===== config.mk =====
export PLATFORM = sky130hd
export DESIGN_NAME = mrr_divider
export DESIGN_NICKNAME = d
export VERILOG_FILES = /design/src/hdl/mt19937_ranged_random_top_defines.svh /design/src/hdl/mrr_pkg.sv /design/src/hdl/mrr_divider.sv
export SDC_FILE = /design/constraint.sdc
export NUM_CORES = 1
export LEC_CHECK = 0
export ABC_AREA = 0
export BUFFER_PORTS_ARGS = -buffer_cell sky130_fd_sc_hd__buf_2
export CORE_MARGIN = 5
export CORE_UTILIZATION = 55
export DETAILED_ROUTE_END_ITERATION = 10
export MAX_ROUTING_LAYER = met4
export PLACE_DENSITY = 0.84
export SETUP_SLACK_MARGIN = 0.4
export SYNTH_ARGS = -nofsm -noshare
export SYNTH_HDL_FRONTEND = slang
export SYNTH_SLANG_ARGS = --single-unit

===== constraint.sdc =====
create_clock -name clock -period 3.07 [get_ports clock]
set_input_delay 0.614 -clock clock [delete_from_list [all_inputs] [get_ports clock]]
set_output_delay 0.614 -clock clock [all_outputs]
set_load 0.02 [all_outputs]

===== src/hdl/mt19937_ranged_random_top_defines.svh =====
// ----------------------------------------------------------------------------
// mt19937_ranged_random_top_defines
// Assertion macros for the ranged MT19937 block.
// ----------------------------------------------------------------------------
`ifndef MT19937_RANGED_RANDOM_TOP_DEFINES_SVH
`define MT19937_RANGED_RANDOM_TOP_DEFINES_SVH
// implication checked every cycle outside reset
`define MRR_ASSERT_IMPL(label, clk, rst, a, c) \
   label: assert property (@(posedge clk) disable iff (rst) (a) |-> (c)) \
      else $error("assertion failed");
// implication checked in the next cycle
`define MRR_ASSERT_NEXT(label, clk, rst, a, c) \
   label: assert property (@(posedge clk) disable iff (rst) (a) |=> (c)) \
      else $error("assertion failed");
`endif


===== src/hdl/mrr_pkg.sv =====
// ----------------------------------------------------------------------------
// mrr_pkg
// Types and constants shared by the ranged MT19937 generator.
// ----------------------------------------------------------------------------
`default_nettype none
package mrr_pkg;
   localparam int unsigned STATE_WORDS = 624;
   localparam int unsigned SHIFT_OFFSET = 397;
   localparam int unsigned IDX_W = 10;
   localparam logic [31:0] TWIST_MATRIX = 32'h9908b0df;
   localparam logic [31:0] SEED_MULT = 32'd1812433253;
   localparam logic [31:0] TEMPER_B = 32'h9d2c5680;
   localparam logic [31:0] TEMPER_C = 32'hefc60000;
   localparam logic [31:0] SEED_RESET = 32'd5489;

   localparam logic [1:0] STATUS_OK = 2'd0;
   localparam logic [1:0] STATUS_ORDER = 2'd1;
   localparam logic [1:0] STATUS_SPAN = 2'd2;
   localparam logic FUNC_RAW = 1'b0;
   localparam logic FUNC_RANGED = 1'b1;

   typedef struct packed {
      logic        func;
      logic [31:0] range_low;
      logic [31:0] range_high;
   } req_type;

   typedef struct packed {
      logic [31:0] raw_word;
      logic [31:0] ranged_value;
      logic [1:0]  status;
   } rsp_type;

   // temper one state word
   function automatic logic [31:0] temper(input logic [31:0] w);
      logic [31:0] y;
      y = w ^ (w >> 11);
      y = y ^ ((y << 7) & TEMPER_B);
      y = y ^ ((y << 15) & TEMPER_C);
      y = y ^ (y >> 18);
      return y;
   endfunction
endpackage
`default_nettype wire


===== src/hdl/mrr_divider.sv =====
// ----------------------------------------------------------------------------
// mrr_divider
// Bit-serial restoring remainder unit: 31-bit dividend, 32-bit divisor.
// ----------------------------------------------------------------------------
`default_nettype none
module mrr_divider (
   input  wire logic        clock,
   input  wire logic        reset,
   input  wire logic        start,
   input  wire logic [30:0] dividend,
   input  wire logic [31:0] divisor,
   output logic             done,
   output logic [31:0]      remainder
);
   import mrr_pkg::*;

   logic [30:0] quo_ff, quo_in;
   logic [31:0] rem_ff, rem_in, den_ff, den_in;
   logic [4:0]  cnt_ff, cnt_in;
   logic        run_ff, run_in, done_ff, done_in;
   logic [32:0] trial, diff;

   // one quotient bit per cycle
   always_comb begin
      trial = {rem_ff, quo_ff[30]};
      diff = trial - {1'b0, den_ff};
      quo_in = quo_ff; rem_in = rem_ff; den_in = den_ff;
      cnt_in = cnt_ff; run_in = run_ff; done_in = 1'b0;
      if (start) begin
         quo_in = dividend; rem_in = '0; den_in = divisor;
         cnt_in = 5'd30; run_in = 1'b1;
      end else if (run_ff) begin
         quo_in = {quo_ff[29:0], 1'b0};
         rem_in = diff[32] ? trial[31:0] : diff[31:0];
         if (cnt_ff == 5'd0) begin
            run_in = 1'b0; done_in = 1'b1;
         end else begin
            cnt_in = cnt_ff - 5'd1;
         end
      end
   end

   always_ff @(posedge clock) begin
      quo_ff <= quo_in; rem_ff <= rem_in; den_ff <= den_in; cnt_ff <= cnt_in;
      if (reset) begin
         run_ff <= 1'b0; done_ff <= 1'b0;
      end else begin
         run_ff <= run_in; done_ff <= done_in;
      end
   end

   assign done = done_ff;
   assign remainder = rem_ff;
endmodule
`default_nettype wire


==> flow_summary.yaml <==
status:
  status: "completed"
clocking:
  cts_tree: "yes"
  root_buffer: "clkbuf_8"
  cts_buffers: 9
  path_clk_slew_ns: 0.10
  clock_latency_ns: 0.37
  cts.sinks: 102
  cts_max_path_buffers: 2
  htreeDepth: 3
floorplan:
  die_w_um: 111.2
  die_area_um2: 12370
  chipHeight_um: 111.2
  io-pin-count: 99
  rows: 37
  start_util_pct: 55.60
  core_um2: 10140
timing:
  hold_viol_final: 0
  finalCritPeriodShare_pct: 95.26
  rsz0062_at_grt: "yes"
  worstMarginPinSlew_ns: 0.5269
  maxSlewHeadroom_pct: 64.50
  skew_ns: 0.007093
  setup_viol: 0
  period_needed_ns: 2.925
  setup_slack_ns: 0.1454
  drv_slew: 0
  max_freq_mhz: 341.9
global_routing:
  grt_usage_pct: 20.75
  grt_start_max_net_pins: 37
  grt_overflow: 0
  grt_pass1_vias: 4419
  grt_pass1_wl_um: 20780
  antenna_found_initial: 0
final_layout:
  final_nets: 739
  drive_gt1_share_pct: 29.81
  layoutNonFillerInstCount: 780
  layout_common_cells: "buf_2, edfxtp_1, nand2_1"
  n_antenna_cell: 0
  final_common_cell: "buf_2"
  synthToLayoutAreaGrowth_pct: 18.69
power:
  p_sw_uw: 913.4
  pwr-share-seq_pct: 52.5
  clockPowerShare_pct: 25.9
  p_sw_share_pct: 29.54
  p_int_mw: 2.179
  p_leak_nw: 2.854
  vdd_drop_max_uv: 402.9
  combPwrFrac_pct: 21.5
  power_density_nw_per_um2: 462.2
setup_path:
  max_stage_delay_ns: 0.39
  r2r_cells: 13
  start_kind: "flop"
  cp.required_ns: 3.32
  critPathArrivalTime_ns: 3.18
  reg2reg_from: "quo_ff[30]"
  crit_buf_inv: 2
  crit_family: "compound AO/OA/AOI/OAI gates"
  crit_path_cell_trace: "inv_2 > ha_4 > fa_2 > nor2b_2 > o31ai_2 > a31oi_2 > o2111a_2 > o31ai_4 > a21oi_4 > xor2_4 > buf_12 > mux2i_1 > a211oi_1"
  cp_slowest_cell: "edfxtp_1"
  critPathMaxFanout: 15
  worstSetupEndpointType: "flop"
  rrSetupSlack_ns: 0.15
  rr_endpoint: "remainder[9]"
  crit_type: "flop to flop"
yosys:
  synth_simple_gate_area_share_pct: 9.612
  synthTopCellsByArea: "edfxtp_1, dfxtp_1, ha_1"
  synth_edf_count: 63
  synthAdderAreaFrac_pct: 7.680
  synth_ff_type: "edfxtp_1"
  synth_top_area_share_pct: 33.56
  yosysWarnings: 0
  syn_nets: 627
  synth_top_family_by_area: "compound AO/OA/AOI/OAI gates"
  syn_avg_cell_area_um2: 10.70
  synthMuxAreaShare_pct: 11.17
  async_flop_share_pct: 0
  synth_area_leader_cell: "edfxtp_1"
  synth-seq-cells: 102
  synth-xor-area-share_pct: 5.150
  seq_area_frac_synth_pct: 47.41
  netlist_instances: 527
  synth.cell_area_um2: 5637
  synth.distinct_cells: 56
  synth_compound_gate_area_share_pct: 14.85
min_path:
  hold_class: "primary input to flop"
  min_path_cells: 1
  hold_start: "divisor[9]"
  min_to: "den_ff[9]"
routing:
  wl_per_cell_um: 15.77
  drtAntennaViolNets: 0
  post_drt_via_cell_ratio: 5.478
  drtPass1Iterations: 5
  routed_wl_um: 12300
  via_count: 4273
  drt_iter0_markers: 197
  drc_errors: 0
placed_design:
  dp_hpwl_um: 9119
  placed_cells: 758
  finalWeightedCongestion: 0.9048
  portBuffers: 98
  pre_cts_ws_ns: 0.04849
job:
  max_cap_viol_count: 0
## what timing repair did
action / in CTS / in global routing
resized for setup: 7 / 8
hold endpoints to repair: 0 / 0
hold buffers: 0 / 0
buffers inserted: 4 / 2
setup endpoints to repair: 32 / 32
pin swaps: 5 / 1
## layer usage
metal,share of wire [%],GRT usage [%],up-vias
met1,45,25.62,2036
met2,51,35.50,79
met4,1.2,5.434,0
met5,0,-,-
li1,-,-,2146
met3,3.3,3.439,12
## synth_stat cells, drive strengths merged (2+ instances only)
master / number
xor2: 14
and2: 3
a2111oi: 2
nor2: 38
o21ai: 26
o21bai: 2
mux2i: 28
o2111ai: 3
nand3: 10
o2111a: 2
nor2b: 5
nor3: 5
a21o: 9
o31ai: 4
xnor2: 17
nand2b: 3
nor4: 2
inv: 39
a21oi: 32
a22o: 2
clkbuf: 13
edfxtp: 63
dfxtp: 39
a211oi: 17
o211ai: 2
o21a: 9
nor4b: 2
ha: 33
buf: 5
nand2: 44
and3: 2
mux2: 31
a31oi: 6
and4: 2
## worst reg2reg max path: stages, from the launching register on
cell,delay (ns)
edfxtp_1,0.39
inv_2,0.09
ha_4,0.14
fa_2,0.20
nor2b_2,0.05
o31ai_2,0.27
a31oi_2,0.15
o2111a_2,0.31
o31ai_4,0.28
a21oi_4,0.11
xor2_4,0.27
buf_12,0.21
mux2i_1,0.24
a211oi_1,0.10
## power groups by stage
stage	sequential (mW)	combinational, mW	clock, mW
after global placement	1.65	0.604	0
final	1.62	0.666	0.802
after detailed placement	1.65	0.628	0
after floorplan	1.66	0.424	0
after CTS	1.62	0.647	0.822
after global routing	1.64	0.736	0.885
## state kept, by name (all words and copies together), names as in the netlist
| signal | flops |
|---|---|
| den_ff | 32 |
| remainder | 32 |
| done | 1 |
| quo_ff | 31 |
| cnt_ff | 5 |
| run_ff | 1 |
## worst max path at each step
stage / start / end / slack (ns) / cells after the start
2_1_floorplan: den_ff[0] / remainder[30] / 0.28 / 12
3_3_place_gp: den_ff[1] / remainder[31] / 0.13 / 12
3_5_place_dp: den_ff[1] / remainder[31] / 0.05 / 12
4_1_cts: den_ff[0] / remainder[9] / 0.17 / 12
5_1_grt: quo_ff[30] / remainder[28] / -0.02 / 13
6_report: quo_ff[30] / remainder[9] / 0.15 / 13
## through the flow
step	power [mW]	utilization (%)	area, um2	setup TNS, ns	hold slack (ns)
floorplan	2.089	-	5664	0	0.4143
global placement	2.252	62.92	6379	0	0.4266
detailed placement	2.283	62.92	6379	0	0.4463
CTS	3.093	65.30	6620	0	0.3921
global route	3.258	65.99	6690	-0.03944	0.3914
finish	3.092	65.99	6690	0	0.4091
## cells by family after synthesis
family          after synthesis
simple gates                120
compound gates              124
flops                       102
buf+inv                      57
xor+xnor                     31
mux                          59
fa+ha+maj                    34
## area by class of cell
class	count	area, um2
tap	136	170.2
fill	758	3448
clock buffer	10	127.6
clock inverter	6	52.55
timing repair buffer	119	675.6
inverter	39	146.4
sequential	102	2678
multi-input combinational	368	2840
Note: power is estimated with default switching activity, not from simulation.
